[config.mk]
export PLATFORM = sky130hd
export DESIGN_NAME = qau_front_flat
export DESIGN_NICKNAME = d
export VERILOG_FILES = /design/src/sv/quaternion_arithmetic_unit_assert.svh /design/src/sv/qau_pkg.sv /design/src/sv/qau_in_if.sv /design/src/sv/qau_front.sv /design/src/flat_wrapper.sv
export SDC_FILE = /design/constraint.sdc
export NUM_CORES = 1
export LEC_CHECK = 0
export ABC_AREA = 1
export BUFFER_PORTS_ARGS = -buffer_cell sky130_fd_sc_hd__buf_2
export CAP_MARGIN = 40
export CORE_AREA = 2 2 229 231
export DETAILED_ROUTE_END_ITERATION = 7
export DIE_AREA = 0 0 231 233
export PLACE_DENSITY = 0.37
export SYNTH_ARGS = -nofsm -noshare
export SYNTH_HDL_FRONTEND = slang
export SYNTH_SLANG_ARGS = --single-unit
[constraint.sdc]
create_clock -name vclk -period 1.2
set_clock_uncertainty 0.2 [all_clocks]
set_input_delay 0.12 -clock vclk [all_inputs]
set_output_delay 0.12 -clock vclk [all_outputs]
set_load 0.005 [all_outputs]
[src/sv/quaternion_arithmetic_unit_assert.svh]
// assertion macros for the quaternion arithmetic unit
`ifndef QUATERNION_ARITHMETIC_UNIT_ASSERT_SVH
`define QUATERNION_ARITHMETIC_UNIT_ASSERT_SVH

// same-cycle implication, clocked on clk, off while arst_n is low
`define QAU_ASSERT_NOW(lbl, ante, cons, msg) \
	lbl: assert property (@(posedge clk) disable iff (!arst_n) (ante) |-> (cons)) \
		else $error(msg);

// next-cycle implication, clocked on clk, off while arst_n is low
`define QAU_ASSERT_NEXT(lbl, ante, cons, msg) \
	lbl: assert property (@(posedge clk) disable iff (!arst_n) (ante) |=> (cons)) \
		else $error(msg);

`endif

[src/sv/qau_pkg.sv]
// shared constants, types and helper functions of the quaternion arithmetic unit
package qau_pkg;

	localparam int WORD_BITS = 32;
	localparam int FRAC_BITS = 28;
	localparam int CMD_W     = 4;
	localparam int STATUS_W  = 2;

	// full product of two sign-extended words, and its rounded form
	localparam int PROD_W = 2 * (WORD_BITS + 1);
	localparam int RND_W  = PROD_W - FRAC_BITS;
	// magnitude of a word shifted up by the fraction bits
	localparam int NUM_W  = WORD_BITS + FRAC_BITS;
	// working accumulator, holds signed quotients
	localparam int ACC_W  = NUM_W + 1;
	// divisor magnitude, sized for the squared length of a quaternion
	localparam int DEN_W  = 2 * WORD_BITS - FRAC_BITS + 2;
	// square root radicand: squared length shifted up by the fraction bits
	localparam int RAD_W  = 2 * WORD_BITS + 2;

	localparam int QUEUE_DEPTH = 4;
	localparam int QPTR_W      = $clog2(QUEUE_DEPTH);

	// command codes on the input channel
	localparam logic [CMD_W-1:0] CMD_ADD   = CMD_W'(0);
	localparam logic [CMD_W-1:0] CMD_SUB   = CMD_W'(1);
	localparam logic [CMD_W-1:0] CMD_MUL   = CMD_W'(2);
	localparam logic [CMD_W-1:0] CMD_SCALE = CMD_W'(3);
	localparam logic [CMD_W-1:0] CMD_DIVS  = CMD_W'(4);
	localparam logic [CMD_W-1:0] CMD_CONJ  = CMD_W'(5);
	localparam logic [CMD_W-1:0] CMD_NEG   = CMD_W'(6);
	localparam logic [CMD_W-1:0] CMD_DOT   = CMD_W'(7);
	localparam logic [CMD_W-1:0] CMD_SQLEN = CMD_W'(8);
	localparam logic [CMD_W-1:0] CMD_LEN   = CMD_W'(9);
	localparam logic [CMD_W-1:0] CMD_NORM  = CMD_W'(10);
	localparam logic [CMD_W-1:0] CMD_INV   = CMD_W'(11);
	localparam logic [CMD_W-1:0] CMD_QUOT  = CMD_W'(12);
	localparam logic [CMD_W-1:0] CMD_LERP  = CMD_W'(13);

	// status codes on the output channel
	localparam logic [STATUS_W-1:0] ST_OK  = STATUS_W'(0);
	localparam logic [STATUS_W-1:0] ST_DZ  = STATUS_W'(1);
	localparam logic [STATUS_W-1:0] ST_SAT = STATUS_W'(2);

	typedef logic [WORD_BITS-1:0]      word_t;
	typedef logic [3:0][WORD_BITS-1:0] quat_t;

	// operation class decided by the front end
	typedef enum logic [3:0] {
		OP_ADD, OP_SUB, OP_MUL, OP_SCALE, OP_DIVS, OP_CONJ, OP_NEG, OP_DOT,
		OP_SQLEN, OP_LEN, OP_NORM, OP_INV, OP_QUOT, OP_LERP, OP_NONE
	} op_t;

	// one classified request as it sits in the queue
	typedef struct packed {
		op_t   op;
		logic  s_zero;
		quat_t a;
		quat_t b;
		word_t s;
	} item_t;

	typedef struct packed {
		logic full;
		logic empty;
	} q_stat_t;

	typedef struct packed {
		word_t w;
		logic  ovf;
	} sat_t;

	// one term of the Hamilton product: b index, a index, subtract
	typedef struct packed {
		logic [1:0] bi;
		logic [1:0] ai;
		logic       neg;
	} hp_t;

	// sign-extend a word by one bit
	function automatic logic signed [WORD_BITS:0] sx_word(word_t w);
		return $signed({w[WORD_BITS-1], w});
	endfunction

	// clip an accumulator value to the word range
	function automatic sat_t sat_word(logic signed [ACC_W-1:0] v);
		sat_t r;
		logic [ACC_W-WORD_BITS:0] top;
		top = v[ACC_W-1:WORD_BITS-1];
		if (top == '0 || top == '1) begin
			r.w   = v[WORD_BITS-1:0];
			r.ovf = 1'b0;
		end else begin
			r.ovf = 1'b1;
			r.w   = v[ACC_W-1] ? {1'b1, {(WORD_BITS-1){1'b0}}} : {1'b0, {(WORD_BITS-1){1'b1}}};
		end
		return r;
	endfunction

	// term table of o = b (x) a, four terms per output component
	function automatic hp_t hp_sel(logic [3:0] k);
		hp_t r;
		unique case (k)
			4'd0:  r = {2'd3, 2'd0, 1'b0};
			4'd1:  r = {2'd0, 2'd3, 1'b0};
			4'd2:  r = {2'd1, 2'd2, 1'b0};
			4'd3:  r = {2'd2, 2'd1, 1'b1};
			4'd4:  r = {2'd3, 2'd1, 1'b0};
			4'd5:  r = {2'd1, 2'd3, 1'b0};
			4'd6:  r = {2'd2, 2'd0, 1'b0};
			4'd7:  r = {2'd0, 2'd2, 1'b1};
			4'd8:  r = {2'd3, 2'd2, 1'b0};
			4'd9:  r = {2'd2, 2'd3, 1'b0};
			4'd10: r = {2'd0, 2'd1, 1'b0};
			4'd11: r = {2'd1, 2'd0, 1'b1};
			4'd12: r = {2'd3, 2'd3, 1'b0};
			4'd13: r = {2'd0, 2'd0, 1'b1};
			4'd14: r = {2'd1, 2'd1, 1'b1};
			4'd15: r = {2'd2, 2'd2, 1'b1};
		endcase
		return r;
	endfunction

endpackage

[src/sv/qau_in_if.sv]
// request channel of the quaternion arithmetic unit
interface qau_in_if;
	import qau_pkg::*;

	logic                        valid;
	logic                        ready;
	logic [CMD_W-1:0]            cmd;
	logic signed [WORD_BITS-1:0] a_x;
	logic signed [WORD_BITS-1:0] a_y;
	logic signed [WORD_BITS-1:0] a_z;
	logic signed [WORD_BITS-1:0] a_w;
	logic signed [WORD_BITS-1:0] b_x;
	logic signed [WORD_BITS-1:0] b_y;
	logic signed [WORD_BITS-1:0] b_z;
	logic signed [WORD_BITS-1:0] b_w;
	logic signed [WORD_BITS-1:0] scalar_in;

	modport source (
		output valid, cmd, a_x, a_y, a_z, a_w, b_x, b_y, b_z, b_w, scalar_in,
		input  ready
	);
	modport sink (
		input  valid, cmd, a_x, a_y, a_z, a_w, b_x, b_y, b_z, b_w, scalar_in,
		output ready
	);
endinterface

[src/sv/qau_front.sv]
// front end: takes requests, classifies the command and pushes them into the queue
module qau_front (
	qau_in_if.sink           in_ch,
	input  qau_pkg::q_stat_t q_stat,
	output logic             push,
	output qau_pkg::item_t   push_data
);
	import qau_pkg::*;

	op_t op;

	// command decode, unknown codes give a zero result
	always_comb begin
		unique case (in_ch.cmd)
			CMD_ADD:   op = OP_ADD;
			CMD_SUB:   op = OP_SUB;
			CMD_MUL:   op = OP_MUL;
			CMD_SCALE: op = OP_SCALE;
			CMD_DIVS:  op = OP_DIVS;
			CMD_CONJ:  op = OP_CONJ;
			CMD_NEG:   op = OP_NEG;
			CMD_DOT:   op = OP_DOT;
			CMD_SQLEN: op = OP_SQLEN;
			CMD_LEN:   op = OP_LEN;
			CMD_NORM:  op = OP_NORM;
			CMD_INV:   op = OP_INV;
			CMD_QUOT:  op = OP_QUOT;
			CMD_LERP:  op = OP_LERP;
			default:   op = OP_NONE;
		endcase
	end

	// accept whenever the queue has room
	assign in_ch.ready = !q_stat.full;
	assign push        = in_ch.valid && !q_stat.full;

	assign push_data.op     = op;
	assign push_data.s_zero = (in_ch.scalar_in == '0);
	assign push_data.a      = {in_ch.a_w, in_ch.a_z, in_ch.a_y, in_ch.a_x};
	assign push_data.b      = {in_ch.b_w, in_ch.b_z, in_ch.b_y, in_ch.b_x};
	assign push_data.s      = in_ch.scalar_in;
endmodule

[src/flat_wrapper.sv]
// flat-port wrapper written by rule: the top's interface ports become plain ports
module qau_front_flat import qau_pkg::*;
  (q_stat, push, push_data, in_ch_valid, in_ch_cmd, in_ch_a_x, in_ch_a_y, in_ch_a_z, in_ch_a_w, in_ch_b_x, in_ch_b_y, in_ch_b_z, in_ch_b_w, in_ch_scalar_in, in_ch_ready);
  qau_in_if in_ch_i ();
  input  qau_pkg::q_stat_t q_stat;
  output logic push;
  output qau_pkg::item_t push_data;
  input wire logic [$bits(in_ch_i.valid)-1:0] in_ch_valid;
  input wire logic [$bits(in_ch_i.cmd)-1:0] in_ch_cmd;
  input wire logic [$bits(in_ch_i.a_x)-1:0] in_ch_a_x;
  input wire logic [$bits(in_ch_i.a_y)-1:0] in_ch_a_y;
  input wire logic [$bits(in_ch_i.a_z)-1:0] in_ch_a_z;
  input wire logic [$bits(in_ch_i.a_w)-1:0] in_ch_a_w;
  input wire logic [$bits(in_ch_i.b_x)-1:0] in_ch_b_x;
  input wire logic [$bits(in_ch_i.b_y)-1:0] in_ch_b_y;
  input wire logic [$bits(in_ch_i.b_z)-1:0] in_ch_b_z;
  input wire logic [$bits(in_ch_i.b_w)-1:0] in_ch_b_w;
  input wire logic [$bits(in_ch_i.scalar_in)-1:0] in_ch_scalar_in;
  output wire logic [$bits(in_ch_i.ready)-1:0] in_ch_ready;
  assign in_ch_i.valid = in_ch_valid;
  assign in_ch_i.cmd = in_ch_cmd;
  assign in_ch_i.a_x = in_ch_a_x;
  assign in_ch_i.a_y = in_ch_a_y;
  assign in_ch_i.a_z = in_ch_a_z;
  assign in_ch_i.a_w = in_ch_a_w;
  assign in_ch_i.b_x = in_ch_b_x;
  assign in_ch_i.b_y = in_ch_b_y;
  assign in_ch_i.b_z = in_ch_b_z;
  assign in_ch_i.b_w = in_ch_b_w;
  assign in_ch_i.scalar_in = in_ch_scalar_in;
  assign in_ch_ready = in_ch_i.ready;
  qau_front u_core (.in_ch(in_ch_i), .q_stat(q_stat), .push(push), .push_data(push_data));
endmodule
==> qor.json <==
{
  "run_status": {
    "run_status": "completed"
  },
  "floorplanning": {
    "die_width_um": 231,
    "fp.dieArea_sq_um": 53800,
    "core_area_sq_um": 51100,
    "die_h_um": 233,
    "num_rows": 83,
    "initial_core_utilization_pct": 4.55,
    "design.portCount": 590
  },
  "route": {
    "drt.antenna.violating_nets": 0,
    "dr_vias": 1023,
    "drt_first_pass_iters": 3,
    "detail_route.vias_per_cell": 1.29,
    "routed_wl_um": 11800,
    "routed_len_inst_um": 14.9,
    "initialDrtViolationCount": 23,
    "detail_route.drc_violations": 0
  },
  "power_and_ir_drop": {
    "combPwrFrac_pct": 100.0,
    "power_leakage_nw": 0.380,
    "cell_internal_pwr_mw": 0.114,
    "power_switching_share_pct": 57.3,
    "irDropWorstVdd_uv": 35.4,
    "power.sequential.fraction_pct": 0,
    "share_clk_of_total_power_pct": 0,
    "p_total_mw": 0.266,
    "power_per_cell_area_nw_per_um2": 184,
    "power.switching_mw": 0.153
  },
  "clock_tree": {
    "postCtsResizedCells": 0,
    "cts_hold_buffers": 0,
    "post_cts.repair.setup_buffers": 0
  },
  "sta": {
    "fin_crit_ps": 1120,
    "max_freq_mhz": 891,
    "timing.setup.tns_ps": 0,
    "worst-slew-pin-transition_ps": 204,
    "timing.final.setup_violations": 0,
    "slew_headroom_pct": 86.5,
    "period_utilisation_layout_pct": 93.5,
    "drv_slew": 0,
    "hold_violations": 0
  },
  "hold_path": {
    "hold_end": "push_data[135]",
    "min-delay-start": "in_ch_b_w[7]",
    "hold-path-cell-count": 0,
    "hold_path_class": "input pin to primary output"
  },
  "global_route": {
    "grt_pass1_wl_um": 13000,
    "groute.layer.met2.usage_pct": 6.95,
    "grt_max_degree": 3,
    "vias_in_the_first_global_route": 1078,
    "grt_antenna_before_repair": 2,
    "gr-usage-met3_pct": 2.57,
    "gr-total-overflow": 0,
    "grtUsageTotal_pct": 3.89,
    "grt.busiest_layer": "met4",
    "gr-usage-met1_pct": 1.16
  },
  "final_layout": {
    "num_antenna_cells": 0,
    "final_layout_size_suffix_gt1_share_pct": 77.2,
    "post-route-cell-area_sq_um": 1450,
    "ff_latch_area_sq_um": 0,
    "area.growth.synth_to_final_pct": -37.8,
    "finish.net_count": 411,
    "sequential_cell_total": 0,
    "layout.clock_buffers": 0
  },
  "synthesis": {
    "synth-adder-area-share_pct": 0,
    "synth_compound_gate_area_share_pct": 0,
    "post_synth_inst_count": 328,
    "syn-num-nets": 623,
    "synth-simple-area-share_pct": 5.54,
    "post_synth_num_cell_types": 5,
    "yosys_warnings": 0,
    "main_combinational_cell_family_by_area_after_synthesis": "buffers and inverters",
    "post_synth_mux_area_share_pct": 0,
    "yosys.area_share.xor_xnor_pct": 0,
    "synth_area_per_cell_sq_um": 7.09,
    "syn_area_sq_um": 2320,
    "synth_sequential_area_ratio_pct": 0
  },
  "worst_setup_path": {
    "worst-setup-path-type": "input pin to primary output",
    "worst_setup_path_start_kind": "input pin",
    "worst_path_largest_cell_delay_ps": 130,
    "cp_data_arrival_time_ps": 800,
    "worst_path_max_delay_cell": "sky130_fd_sc_hd__buf_2",
    "cp_data_required_time_ps": 880,
    "kind_of_end_point_of_the_critical_path": "primary output",
    "path_cells": "buf_2 -> nor2_2 -> nand2_1 -> nor2_1 -> nand2_1 -> nor2_1 -> buf_2",
    "critPathMaxFanout": 2
  },
  "place": {
    "hpwlAfterDp_um": 10100,
    "portBuffers": 77,
    "detailed_place.area_sq_um": 1380,
    "routabilityCongestion": 0.556
  },
  "job": {
    "drv_cap": 0
  }
}
[cells in the final DEF, fill, tap and decap left out]
master	n
sky130_fd_sc_hd__buf_2	70
sky130_fd_sc_hd__buf_4	3
sky130_fd_sc_hd__buf_6	4
sky130_fd_sc_hd__inv_1	3
sky130_fd_sc_hd__nand2_1	11
sky130_fd_sc_hd__nand3_1	1
sky130_fd_sc_hd__nor2_1	11
sky130_fd_sc_hd__nor2_2	9
sky130_fd_sc_hd__nor2_4	2
[worst max-delay path by stage]
stage | slack [ps] | start | cells after the start | end
5_1_grt | -2 | in_ch_scalar_in[31] | 7 | push_data[288]
3_3_place_gp | -10 | in_ch_scalar_in[29] | 7 | push_data[288]
2_1_floorplan | 380 | in_ch_scalar_in[31] | 5 | push_data[288]
4_1_cts | 10 | in_ch_scalar_in[29] | 7 | push_data[288]
3_5_place_dp | 10 | in_ch_scalar_in[29] | 7 | push_data[288]
6_report | 80 | in_ch_scalar_in[25] | 7 | push_data[288]
[final cells by class]
| class | instances | area (sq um) |
|---|---|---|
| Fill cell | 6128 | 49600 |
| Inverter | 3 | 11.3 |
| Tap cell | 680 | 851 |
| Timing Repair Buffer | 77 | 418 |
| Multi-Input combinational cell | 34 | 166 |
[power by group through the flow]
stage               clock network [mW]  registers (mW)  logic (mW)
floorplan                            0               0       0.807
global placement                     0               0       0.239
detailed placement                   0               0       0.237
CTS                                  0               0       0.238
global route                         0               0       0.277
finish                               0               0       0.266
[metal layers]
layer	vias up	wire, um
met4	0	2680
met3	146	2280
met5	-	0
met1	339	1410
li1	267	-
met2	271	5440
[cells by family after synthesis]
| kind of cell | Yosys count |
|---|---|
| AND/OR/NAND/NOR | 34 |
| buffers and inverters | 294 |
[cell usage after synthesis]
cell / count / area (sq um)
sky130_fd_sc_hd__buf_4: 291 / 2180
sky130_fd_sc_hd__inv_1: 3 / 11.3
sky130_fd_sc_hd__nand2_1: 11 / 41.3
sky130_fd_sc_hd__nand3_1: 1 / 5.00
sky130_fd_sc_hd__nor2_1: 22 / 82.6
[critical path: cells and delay by family]
family | cells | cell delay [ps]
simple gates | 5 | 440
buf+inv | 2 | 240
[stage by stage]
step / setup slack [ps] / instances / utilization (%) / hold slack (ps)
after floorplan: 376 / 328 / - / 66.5
after global placement: -9.69 / 794 / 2.69 / 40.0
after detailed placement: 11.7 / 794 / 2.69 / 40.0
after CTS: 11.7 / 794 / 2.69 / 40.0
after global routing: -1.62 / 794 / 2.83 / 40.0
final: 77.7 / 794 / 2.83 / 40.0
(Power assumes the default switching activity.)
