## config.mk

```make
export PLATFORM = sky130hd
export DESIGN_NAME = qau_queue
export DESIGN_NICKNAME = d
export VERILOG_FILES = /design/src/sv/quaternion_arithmetic_unit_assert.svh /design/src/sv/qau_pkg.sv /design/src/sv/qau_queue.sv
export SDC_FILE = /design/constraint.sdc
export NUM_CORES = 1
export LEC_CHECK = 0
export ABC_AREA = 1
export BUFFER_PORTS_ARGS = -buffer_cell sky130_fd_sc_hd__buf_4
export CAP_MARGIN = 20
export CORE_MARGIN = 3
export CORE_UTILIZATION = 34
export DETAILED_ROUTE_END_ITERATION = 8
export SLEW_MARGIN = 20
export SYNTH_ARGS = -nofsm -noshare
export SYNTH_HDL_FRONTEND = slang
export SYNTH_SLANG_ARGS = --single-unit
```

## constraint.sdc

```tcl
create_clock -name clk -period 9.6 [get_ports clk]
set_input_delay 1.44 -clock clk [delete_from_list [all_inputs] [get_ports clk]]
set_output_delay 1.44 -clock clk [all_outputs]
set_load 0.01 [all_outputs]
```

## src/sv/quaternion_arithmetic_unit_assert.svh

```systemverilog
// assertion macros for the quaternion arithmetic unit
`ifndef QUATERNION_ARITHMETIC_UNIT_ASSERT_SVH
`define QUATERNION_ARITHMETIC_UNIT_ASSERT_SVH

// same-cycle implication, clocked on clk, off while arst_n is low
`define QAU_ASSERT_NOW(lbl, ante, cons, msg) \
	lbl: assert property (@(posedge clk) disable iff (!arst_n) (ante) |-> (cons)) \
		else $error(msg);

// next-cycle implication, clocked on clk, off while arst_n is low
`define QAU_ASSERT_NEXT(lbl, ante, cons, msg) \
	lbl: assert property (@(posedge clk) disable iff (!arst_n) (ante) |=> (cons)) \
		else $error(msg);

`endif

```

## src/sv/qau_pkg.sv

```systemverilog
// shared constants, types and helper functions of the quaternion arithmetic unit
package qau_pkg;

	localparam int WORD_BITS = 32;
	localparam int FRAC_BITS = 28;
	localparam int CMD_W     = 4;
	localparam int STATUS_W  = 2;

	// full product of two sign-extended words, and its rounded form
	localparam int PROD_W = 2 * (WORD_BITS + 1);
	localparam int RND_W  = PROD_W - FRAC_BITS;
	// magnitude of a word shifted up by the fraction bits
	localparam int NUM_W  = WORD_BITS + FRAC_BITS;
	// working accumulator, holds signed quotients
	localparam int ACC_W  = NUM_W + 1;
	// divisor magnitude, sized for the squared length of a quaternion
	localparam int DEN_W  = 2 * WORD_BITS - FRAC_BITS + 2;
	// square root radicand: squared length shifted up by the fraction bits
	localparam int RAD_W  = 2 * WORD_BITS + 2;

	localparam int QUEUE_DEPTH = 4;
	localparam int QPTR_W      = $clog2(QUEUE_DEPTH);

	// command codes on the input channel
	localparam logic [CMD_W-1:0] CMD_ADD   = CMD_W'(0);
	localparam logic [CMD_W-1:0] CMD_SUB   = CMD_W'(1);
	localparam logic [CMD_W-1:0] CMD_MUL   = CMD_W'(2);
	localparam logic [CMD_W-1:0] CMD_SCALE = CMD_W'(3);
	localparam logic [CMD_W-1:0] CMD_DIVS  = CMD_W'(4);
	localparam logic [CMD_W-1:0] CMD_CONJ  = CMD_W'(5);
	localparam logic [CMD_W-1:0] CMD_NEG   = CMD_W'(6);
	localparam logic [CMD_W-1:0] CMD_DOT   = CMD_W'(7);
	localparam logic [CMD_W-1:0] CMD_SQLEN = CMD_W'(8);
	localparam logic [CMD_W-1:0] CMD_LEN   = CMD_W'(9);
	localparam logic [CMD_W-1:0] CMD_NORM  = CMD_W'(10);
	localparam logic [CMD_W-1:0] CMD_INV   = CMD_W'(11);
	localparam logic [CMD_W-1:0] CMD_QUOT  = CMD_W'(12);
	localparam logic [CMD_W-1:0] CMD_LERP  = CMD_W'(13);

	// status codes on the output channel
	localparam logic [STATUS_W-1:0] ST_OK  = STATUS_W'(0);
	localparam logic [STATUS_W-1:0] ST_DZ  = STATUS_W'(1);
	localparam logic [STATUS_W-1:0] ST_SAT = STATUS_W'(2);

	typedef logic [WORD_BITS-1:0]      word_t;
	typedef logic [3:0][WORD_BITS-1:0] quat_t;

	// operation class decided by the front end
	typedef enum logic [3:0] {
		OP_ADD, OP_SUB, OP_MUL, OP_SCALE, OP_DIVS, OP_CONJ, OP_NEG, OP_DOT,
		OP_SQLEN, OP_LEN, OP_NORM, OP_INV, OP_QUOT, OP_LERP, OP_NONE
	} op_t;

	// one classified request as it sits in the queue
	typedef struct packed {
		op_t   op;
		logic  s_zero;
		quat_t a;
		quat_t b;
		word_t s;
	} item_t;

	typedef struct packed {
		logic full;
		logic empty;
	} q_stat_t;

	typedef struct packed {
		word_t w;
		logic  ovf;
	} sat_t;

	// one term of the Hamilton product: b index, a index, subtract
	typedef struct packed {
		logic [1:0] bi;
		logic [1:0] ai;
		logic       neg;
	} hp_t;

	// sign-extend a word by one bit
	function automatic logic signed [WORD_BITS:0] sx_word(word_t w);
		return $signed({w[WORD_BITS-1], w});
	endfunction

	// clip an accumulator value to the word range
	function automatic sat_t sat_word(logic signed [ACC_W-1:0] v);
		sat_t r;
		logic [ACC_W-WORD_BITS:0] top;
		top = v[ACC_W-1:WORD_BITS-1];
		if (top == '0 || top == '1) begin
			r.w   = v[WORD_BITS-1:0];
			r.ovf = 1'b0;
		end else begin
			r.ovf = 1'b1;
			r.w   = v[ACC_W-1] ? {1'b1, {(WORD_BITS-1){1'b0}}} : {1'b0, {(WORD_BITS-1){1'b1}}};
		end
		return r;
	endfunction

	// term table of o = b (x) a, four terms per output component
	function automatic hp_t hp_sel(logic [3:0] k);
		hp_t r;
		unique case (k)
			4'd0:  r = {2'd3, 2'd0, 1'b0};
			4'd1:  r = {2'd0, 2'd3, 1'b0};
			4'd2:  r = {2'd1, 2'd2, 1'b0};
			4'd3:  r = {2'd2, 2'd1, 1'b1};
			4'd4:  r = {2'd3, 2'd1, 1'b0};
			4'd5:  r = {2'd1, 2'd3, 1'b0};
			4'd6:  r = {2'd2, 2'd0, 1'b0};
			4'd7:  r = {2'd0, 2'd2, 1'b1};
			4'd8:  r = {2'd3, 2'd2, 1'b0};
			4'd9:  r = {2'd2, 2'd3, 1'b0};
			4'd10: r = {2'd0, 2'd1, 1'b0};
			4'd11: r = {2'd1, 2'd0, 1'b1};
			4'd12: r = {2'd3, 2'd3, 1'b0};
			4'd13: r = {2'd0, 2'd0, 1'b1};
			4'd14: r = {2'd1, 2'd1, 1'b1};
			4'd15: r = {2'd2, 2'd2, 1'b1};
		endcase
		return r;
	endfunction

endpackage

```

## src/sv/qau_queue.sv

```systemverilog
// short request queue between front end and back end
module qau_queue (
	input  logic             clk,
	input  logic             arst_n,
	input  logic             push,
	input  qau_pkg::item_t   push_data,
	input  logic             pop,
	output qau_pkg::item_t   pop_data,
	output qau_pkg::q_stat_t q_stat
);
	import qau_pkg::*;

	item_t             mem_q [QUEUE_DEPTH];
	logic [QPTR_W-1:0] wptr_q;
	logic [QPTR_W-1:0] rptr_q;
	logic [QPTR_W:0]   cnt_q;

	// storage
	always_ff @(posedge clk) begin
		if (push) mem_q[wptr_q] <= push_data;
	end

	// pointers and fill level
	always_ff @(posedge clk or negedge arst_n) begin
		if (!arst_n) begin
			wptr_q <= '0;
			rptr_q <= '0;
			cnt_q  <= '0;
		end else begin
			if (push) wptr_q <= wptr_q + 1'b1;
			if (pop)  rptr_q <= rptr_q + 1'b1;
			unique case ({push, pop})
				2'b10:   cnt_q <= cnt_q + 1'b1;
				2'b01:   cnt_q <= cnt_q - 1'b1;
				default: cnt_q <= cnt_q;
			endcase
		end
	end

	assign pop_data     = mem_q[rptr_q];
	assign q_stat.full  = (cnt_q == (QPTR_W+1)'(QUEUE_DEPTH));
	assign q_stat.empty = (cnt_q == '0);
endmodule

```

==> results of run 1 <==
sequential cells by signal, summed over array words and instances, names as in the netlist:
name,cells
mem_q,1172
cnt_q,3
rptr_q,2
wptr_q,2
path summary, 6_finish.rpt:
check	from	endpoint	cells after the start
max in group asynchronous	arst_n	rptr_q[0]	1
setup / recovery	rptr_q[0]	pop_data[129]	6
setup reg to reg	wptr_q[1]	mem_q[1][136]	6
min in group asynchronous	arst_n	cnt_q[2]	1
hold / removal	cnt_q[2]	cnt_q[2]	2
hold reg to reg	cnt_q[2]	cnt_q[2]	2
power breakdown:
part           internal, W  total [W]  switching, W
clock network      0.00249    0.00438       0.00189
registers          0.00674    0.00701      0.000275
logic              0.00228    0.00621       0.00393
total               0.0115     0.0176       0.00609
cell usage in the layout (no fill, tap or decap), drive strengths merged:
| cell | instances |
|---|---|
| nand3 | 1 |
| o21ai | 2 |
| inv | 603 |
| nor3 | 2 |
| xnor2 | 1 |
| nand2 | 890 |
| clkinvlp | 1 |
| o211ai | 586 |
| diode | 18 |
| buf | 616 |
| nand4 | 1 |
| clkinv | 59 |
| clkbuf | 151 |
| xor2 | 3 |
| fa | 1 |
| dfrtp | 7 |
| bufinv | 7 |
| ha | 5 |
| edfxtp | 1172 |
stage by stage:
stage	hold slack [ns]	utilization (%)	cells	cell area, sq um	setup slack (ns)
global route	0.447	41.3	5901	56300	3.85
global placement	0.475	38.6	5668	52500	5.11
floorplan	0.463	-	3468	46900	1.55
finish	0.505	41.3	5907	56300	4.26
CTS	0.435	41.3	5889	56200	4.22
detailed placement	0.491	38.6	5668	52500	5.05
cells by family after synthesis:
kind of cell / after synthesis / share of synthesized area [%]
flip-flops: 1179 / 75.4
AND/OR/NAND/NOR: 894 / 7.17
buffers and inverters: 797 / 7.75
AO/OA/AOI/OAI: 588 / 9.40
adder cells (fa/ha/maj): 6 / 0.176
XOR/XNOR: 4 / 0.0747
routing by layer:
metal | vias up | routed length [um]
met3 | 169 | 8550
met5 | - | 61
met4 | 8 | 3300
met2 | 626 | 50300
li1 | 13212 | -
met1 | 12944 | 42800
final cells by class:
class                           count  area (sq um)  area share (%)
Inverter                          600          2290            4.07
Timing Repair Buffer              616          4750            8.44
Clock buffer                      151          3140            5.58
Clock inverter                     70           558           0.992
Tap cell                         1781          2230            3.96
Sequential cell                  1179         35400            62.9
Antenna cell                       18          45.0          0.0800
Multi-Input combinational cell   1492          7890            14.0
tightest hold or removal path, stage by stage, from the launching register on:
cell and delay (ns):
sky130_fd_sc_hd__dfrtp_1 0.37, sky130_fd_sc_hd__nand2_1 0.06, sky130_fd_sc_hd__nand2_1 0.05
==> impl.org, run 1 <==
** Floorplanning
- Overall die area :: 142000 sq um
- Die Y-Extent :: 377 um
- Core region area :: 136000 sq um
- The initialized floorplan defines 135 standard-cell rows.
- Number of ports placed on the die boundary :: 592
- Effective utilization at floorplan :: 34.4%
- The die is 377 um wide.

** Drt
- Via count :: 26959
- Drt pass-1 iters :: 5
- Once detail routing completed, the nets flagged for antenna violations numbered 0.
- Starting DRT DRC Count :: 1732
- In the final routed layout, each cell accounts on average for 17.8 um.
- DR DRC count :: 0
- In the routed layout, each cell is associated on average with a via count of 4.56.
- Detailed Route WL :: 105000 um

** Clock network
- The H-tree generated during clock tree synthesis spans 3 levels.
- After clock tree synthesis, the clock-pin slew on the worst setup and hold paths is 0.06 ns.
- The clock drives 1179 sinks.
- TritonCTS built the clock tree.
- Post-CTS Setup Repair Bufs :: 0
- No sink is reached through more buffers than the 3 on the longest clock path.
- Hold-fix buffers at CTS :: 0
- Post-CTS repair changed the size of 0 cells.
- Clk Tree Root Cell :: sky130_fd_sc_hd__clkbuf_16
- Buffers inserted during clock tree synthesis total 120.
- The later pin in the worst-skew pair is clocked with a latency of 0.72 ns.

** Global routing
- First-pass GRT wire length :: 157000 um
- In this run the most used layer during global routing was met2.
- Number of global-route vias before repair :: 25863
- Entering global routing, the biggest net connects 218 pins.
- Global-route track usage on met3 :: 5.41%
- For this run, global-route usage on met2 was measured as 23.5%.
- The total overflow left after global routing is 0.
- Across every metal layer, demand over resource in global routing totals 14.4%.
- The number of antenna violations at the first check in global routing was 21.
- For met1 alone, demand over resource in global routing was 17.3%.

** Yosys
- For this run, the leading register cell type out of synthesis is sky130_fd_sc_hd__edfxtp_1.
- The number of nets handed over by synthesis was 3771.
- Number of library cell types mapped by synthesis :: 19
- Flip-flop and latch count after synthesis :: 1179
- Ys Warns :: 0
- Area contributors post-synth :: sky130_fd_sc_hd__edfxtp_1 (75%), sky130_fd_sc_hd__o211ai_1 (9.4%), sky130_fd_sc_hd__nand2_1 (7.1%)
- Sequential share of the synthesized area :: 75.4%
- In this run the biggest area consumer among cell types represents 75.1% of the synthesized area.
- Cell count after synthesis :: 3468
- After synthesis, the share of flip-flops with an asynchronous set or reset is 0.594%.
- Ranked by instance count, the synthesized netlist is headed by sky130_fd_sc_hd__edfxtp_1 (1172), sky130_fd_sc_hd__nand2_1 (890), sky130_fd_sc_hd__inv_1 (599), sky130_fd_sc_hd__o211ai_1 (586), sky130_fd_sc_hd__buf_2 (72).
- Top cell type by total area after synthesis :: sky130_fd_sc_hd__edfxtp_1
- Post-Synthesis Mean Instance Area :: 13.5 sq um
- Syn Std Cell Area :: 46900 sq um
- Yosys instantiated no cell more often than sky130_fd_sc_hd__edfxtp_1.
- Number of enable flip-flop cells after synthesis :: 1172

** Status
- Status :: finished, final reports clean

** Timing
- Setup violations remaining at the end of the flow were counted as 0.
- Setup TNS :: 0 ns
- The worst pin sits at a relative slew slack of 20.7%.
- The final-report max-slew violation count came to 0.
- For the final database, setup skew stands at 0.0248 ns.
- Minimum period implied by the final worst setup slack :: 5.34 ns
- The hold violation total from the final report is 0.
- Timing would allow up to 0.187 GHz.
- At the pin with the least slew margin, the transition time is 1.19 ns.
- In the finished design, the share of the clock period the worst path needs comes to 55.6%.
- Setup repair after global routing missed its margin :: no

** Critical path
- Kind of capture point of the worst setup path :: output port
- The critical path goes through buf_12 -> buf_4 -> nand2_1 -> o211ai_1 -> nand2_1 -> buf_4.
- Critical Path Start Type :: register
- Maximum single-stage delay on the critical path :: 0.95 ns
- Critical-path cell with the highest stage delay :: sky130_fd_sc_hd__dfrtp_4
- CP Class :: reg2out
- At the worst endpoint, the arrival time is 3.90 ns.
- Setup slack on the worst reg-to-reg path comes out at 6.38 ns.
- The cell family contributing the most delay on the critical path is buffers and inverters.
- In this run the worst path has a maximum fanout of 217.
- Worst path bufs/invs :: 3
- At the worst endpoint, the required time is 8.16 ns.

** Place
- Routability-driven placement finished with a final weighted congestion of 0.791.
- Number of port buffers :: 591
- HPWL reported at the end of detailed placement :: 62800 um

** Power and ir drop
- For this design the ratio of total power to cell area is 313 nW/um^2.
- Summed over all cells, the static leakage comes to 22.0 nW.
- Maximum VDD drop :: 0.208 mV
- After layout, the design draws a total of 0.0176 W.

** Layout
- Post-synthesis to final-layout area growth :: 20.0%
- Final nets :: 4312
- Fill cells in the final layout number 12498.
- Share of cells above drive strength 1 :: 19.1%

** Job
- Max-capacitance violation count :: 0

** Hold path
- Worst min-delay path class :: reg2reg
Power figures use the tool's default switching activity.
==> inputs of run 2 (changes only) <==
Settings changed: ABC_AREA 1 to 0.
Clock period 9.6 ns to 5 ns, I/O delays scaled along.
==> run 2 against run 1 <==
Compared with the run above:
- die area down 8.1%
- final area down 4.7%
- worst hold slack worse by 0.27 ns
- setup slack worse by 3.0 ns
- clock power up 100%
- routed wire length down 9.4%
- synthesized area down 8.3%
- combinational power up 56%
- sequential power up 91%
- utilization up 1.7 points
- count of clock-buffer cells in the layout down 5
- via count down 29%
- highest routed layer unchanged
==> impl.org, run 2 <==
** Timing
- The summed negative setup slack over all endpoints is 0 ns (unchanged).
- Setup repair after global routing missed its margin: no (unchanged).
- Based on the critical path, the design can be clocked at up to 0.264 GHz.
- Worst slew margin relative to its limit :: 32.3% (was 20.7%)
- The final critical path takes up 75.7% of the cycle.
- Pin slew with the least headroom to its limit :: 1.02 ns (was 1.19 ns)
- Hold Fails Final Rpt :: 0 (unchanged)
- The final number of setup-violating endpoints is 0 (unchanged).
- The routed design could run at a clock period as short as 3.79 ns.
- Max-slew violation count :: 0 (unchanged)
- Maximum clock skew at final layout :: 0.0156 ns (was 0.0248 ns)

** Yosys
- Number of enable flip-flop cells after synthesis :: 1172 (unchanged)
- Syn_nets :: 1871 (was 3771)
- Most common cell in the synthesized netlist :: sky130_fd_sc_hd__edfxtp_1 (unchanged)
- Combinational family with the most area after synthesis :: multiplexers (was compound AO/OA/AOI/OAI gates)
- The post-synthesis xor/xnor area fraction came to 0.122% (was 0.0747%).
- Post-synth top flop :: sky130_fd_sc_hd__edfxtp_1 (unchanged)
- Top post-synthesis cells by count :: sky130_fd_sc_hd__edfxtp_1 (1172), sky130_fd_sc_hd__mux4_2 (210), sky130_fd_sc_hd__mux4_1 (83), sky130_fd_sc_hd__buf_2 (32), sky130_fd_sc_hd__buf_6 (26) (was sky130_fd_sc_hd__edfxtp_1 (1172), sky130_fd_sc_hd__nand2_1 (890), sky130_fd_sc_hd__inv_1 (599), sky130_fd_sc_hd__o211ai_1 (586), sky130_fd_sc_hd__buf_2 (72))
- The number of different library cells in the post-synthesis netlist is 19 (unchanged).
- The library cell occupying the most area in the post-synthesis netlist is sky130_fd_sc_hd__edfxtp_1 (unchanged).
- Area share of and/or/nand/nor cells after synthesis :: 0.119% (was 7.17%)
- The compound-cell area share of the yosys netlist came to 0.0233% (was 9.40%).
- Cell count after synthesis :: 1568 (was 3468)
- Flip-flop and latch count after synthesis :: 1179 (unchanged)
- Mux contribution to synthesized area :: 16.1% (was 0%)
- Sequential share of the synthesized area :: 82.2% (was 75.4%)
- Ys Warns :: 0 (unchanged)
- Syn Std Cell Area :: 43000 sq um (was 46900 sq um)
- The average instance area after synthesis is 27.4 sq um (was 13.5 sq um).
- Async set-or-reset flop fraction in the synthesized netlist :: 0.594% (unchanged)
- Post-synth top area share :: 81.8% (was 75.1%)
- Area contributors post-synth :: sky130_fd_sc_hd__edfxtp_1 (82%), sky130_fd_sc_hd__mux4_2 (11%), sky130_fd_sc_hd__mux4_1 (5.1%) (was sky130_fd_sc_hd__edfxtp_1 (75%), sky130_fd_sc_hd__o211ai_1 (9.4%), sky130_fd_sc_hd__nand2_1 (7.1%))
- Synth Area in Adders :: 0.192% (was 0.176%)

** Layout
- Top library cells by usage in the layout, fill and taps aside: sky130_fd_sc_hd__edfxtp_1 (1172), sky130_fd_sc_hd__buf_4 (625), sky130_fd_sc_hd__mux4_2 (210), sky130_fd_sc_hd__clkbuf_16 (125), sky130_fd_sc_hd__mux4_1 (83) (was sky130_fd_sc_hd__edfxtp_1 (1172), sky130_fd_sc_hd__nand2_1 (890), sky130_fd_sc_hd__buf_4 (606), sky130_fd_sc_hd__inv_1 (595), sky130_fd_sc_hd__o211ai_1 (586)).
- Filler-free cell count of the finished design :: 4016 (was 5907)
- Share of cells above drive strength 1 :: 43.5% (was 19.1%)
- Largest registers: mem_q x1172, cnt_q x3 (unchanged).
- Post-synthesis to final-layout area growth :: 24.6% (was 20.0%)
- The number of nets in the finished design came to 2572 (was 4312).
- Reg with most FFs :: mem_q (unchanged)
- The final core area utilization came to 43.0% (was 41.3%).
- The number of flip-flops under the largest register name was 1172 (unchanged).
- The most common cell after layout, fill and taps aside is sky130_fd_sc_hd__edfxtp_1 (unchanged).

** Floorplanning
- The number of placed I/O pins was 592 (unchanged).
- Die Y-Extent :: 362 um (was 377 um)
- Die Span X :: 362 um (was 377 um)
- Core Rows :: 129 (was 135)
- Core region area :: 125000 sq um (was 136000 sq um)
- Overall die area :: 131000 sq um (was 142000 sq um)
- The starting density of the core is 34.5% (was 34.4%).

** Place
- The placed wire-length estimate was 61400 um (was 62800 um).
- Number of port buffers :: 591 (unchanged)
- The number of placed instances with taps included came to 3782 (was 5668).
- Routability-driven placement congestion ratio :: 0.754 (was 0.791)

** Drt
- Drt pass-1 iters :: 5 (unchanged)
- The average detailed-routed wire length per instance was 23.7 um (was 17.8 um).
- DR DRC count :: 0 (unchanged)
- Vias/cell :: 4.79 (was 4.56)
- Post-route antenna net violation count :: 0 (unchanged)
- Starting DRT DRC Count :: 1406 (was 1732)
- Detailed Route WL :: 95100 um (was 105000 um)
- Via count :: 19244 (was 26959)

** Critical path
- Critical Path Most Common Cell :: sky130_fd_sc_hd__buf_4
- The critical path's slowest cell was sky130_fd_sc_hd__dfrtp_4 (unchanged).
- The critical setup path kind was reg2out (unchanged).
- Required time of the critical path :: 4.25 ns (was 8.16 ns)
- Kind of capture point of the worst setup path :: output port (unchanged)
- The biggest fanout along the worst timing path was 30 (was 217).
- The highest cell delay on the worst timing path came to 0.90 ns (was 0.95 ns).
- Largest delay contributor family on the critical path :: flip-flops (was buffers and inverters)
- The buffer and inverter count on the worst path is 2 (was 3).
- Arrival time at the worst endpoint :: 3.04 ns (was 3.90 ns)
- Critical Path Start Type :: register (unchanged)
- Cell-by-cell trace of the critical path: buf_4 -> mux4_1 -> buf_4 (was buf_12 -> buf_4 -> nand2_1 -> o211ai_1 -> nand2_1 -> buf_4).

** Status
- Status: finished, final reports clean (unchanged).

** Clock network
- CTS clock-pin slew for the worst setup and hold paths :: 0.06 ns (about the same)
- The hold buffer count at cts is 1 (was 0).
- Clk Tree Root Cell :: sky130_fd_sc_hd__clkbuf_16 (unchanged)
- H-tree level count :: 3 (unchanged)
- The CTS buffer count came to 121 (was 120).
- Post-CTS Setup Repair Bufs :: 0 (unchanged)
- The total of cells resized after clock tree synthesis came to 0 (unchanged).
- Insertion delay to the later sink of the worst-skew pair :: 0.70 ns (was 0.72 ns)
- Clock Path Buffers :: 3 (unchanged)
- The total clock sinks came to 1179 (unchanged).
- The clock tree from TritonCTS is done (unchanged).

** Job
- Max-capacitance violation count :: 0 (unchanged)

** Global routing
- First-pass GRT wire length :: 140000 um (was 157000 um)
- The pin count of the biggest net entering global routing was 80 (was 218).
- Grt total ovfl :: 0 (unchanged)
- Combined global-route utilization of all metal layers :: 14.4% (about the same)
- The via count of the first global-routing pass came to 20831 (was 25863).
- Antenna violations before repair :: 15 (was 21)

** Hold path
- Worst min-delay path class :: in2reg (was reg2reg)

** Power and ir drop
- Static leakage :: 18.3 nW (was 22.0 nW)
- Ratio of total power to cell area :: 598 nW/um^2 (was 313 nW/um^2)
- Maximum VDD drop :: 0.534 mV (was 0.208 mV)
[run 2: cell count changes after synthesis, sizes merged]
| cell | change |
|---|---|
| nand4 | -1 |
| nor2 | +1 |
| nand2 | -887 |
| nand3 | -1 |
| clkbuf | -31 |
| buf | -100 |
| xor2 | +1 |
| nor3 | -1 |
| mux4 | +293 |
| o211ai | -586 |
| xnor2 | +1 |
| and2 | +4 |
| inv | -594 |
| and3 | +1 |
[run 2: routing by layer]
metal | vias up | track usage [%] | routed length (um)
met2 | 524 | 24.2 | 48400
met3 | 138 | 5.43 | 7730
li1 | 8355 | - | -
met5 | - | 0 | 35
met1 | 10221 | 17.1 | 36600
met4 | 6 | 4.81 | 2400
[run 2: power by group]
part | switching, W | total [W] | leakage (nW) | internal (W)
Clock | 0.00362 | 0.00888 | 1.92 | 0.00526
Sequential | 0.000538 | 0.0134 | 10.8 | 0.0129
Combinational | 0.00498 | 0.00971 | 5.51 | 0.00473
Total | 0.00914 | 0.0320 | 18.3 | 0.0229
[run 2: final timing paths]
kind,end,from,slack [ns],cells past startpoint
max,pop_data[251],rptr_q[0],1.21,3
min,mem_q[3][207],push_data[207],0.23,1
max reg2reg,mem_q[0][290],wptr_q[0],2.51,4
min reg2reg,cnt_q[0],cnt_q[0],0.52,1
max in group asynchronous,rptr_q[0],arst_n,4.43,2
min in group asynchronous,cnt_q[1],arst_n,0.43,2
[run 2: stage by stage]
step	setup WS (ns)	hold slack [ns]	total power, W	area [sq um]
floorplan	0.233	0.454	0.0191	43000
global placement	1.86	0.474	0.0235	49600
detailed placement	1.84	0.504	0.0237	49600
CTS	1.02	0.132	0.0327	53600
global route	0.983	0.161	0.0335	53600
finish	1.21	0.233	0.0320	53600
[run 2: kinds of logic (layout without fill, tap and decap cells)]
kind of cell / after synthesis / after routing
muxes: 293 / 293
DFF: 1179 / 1179
buffers and inverters: 72 / 871
AOI/OAI and AO/OA: 2 / 2
other: 0 / 12
adders and majority gates: 6 / 6
xor gates and xnor gates: 6 / 6
and+or+nand+nor: 10 / 10
[run 2: final cells by class]
| type | instances | area, sq um |
|---|---|---|
| antenna | 12 | 30.0 |
| clock buffer | 146 | 3210 |
| clock inverter | 75 | 752 |
| fill | 10608 | 71000 |
| inverter | 6 | 22.5 |
| multi-input combinational | 317 | 7120 |
| sequential | 1179 | 35400 |
| tap | 1637 | 2050 |
| timing repair buffer | 644 | 5060 |
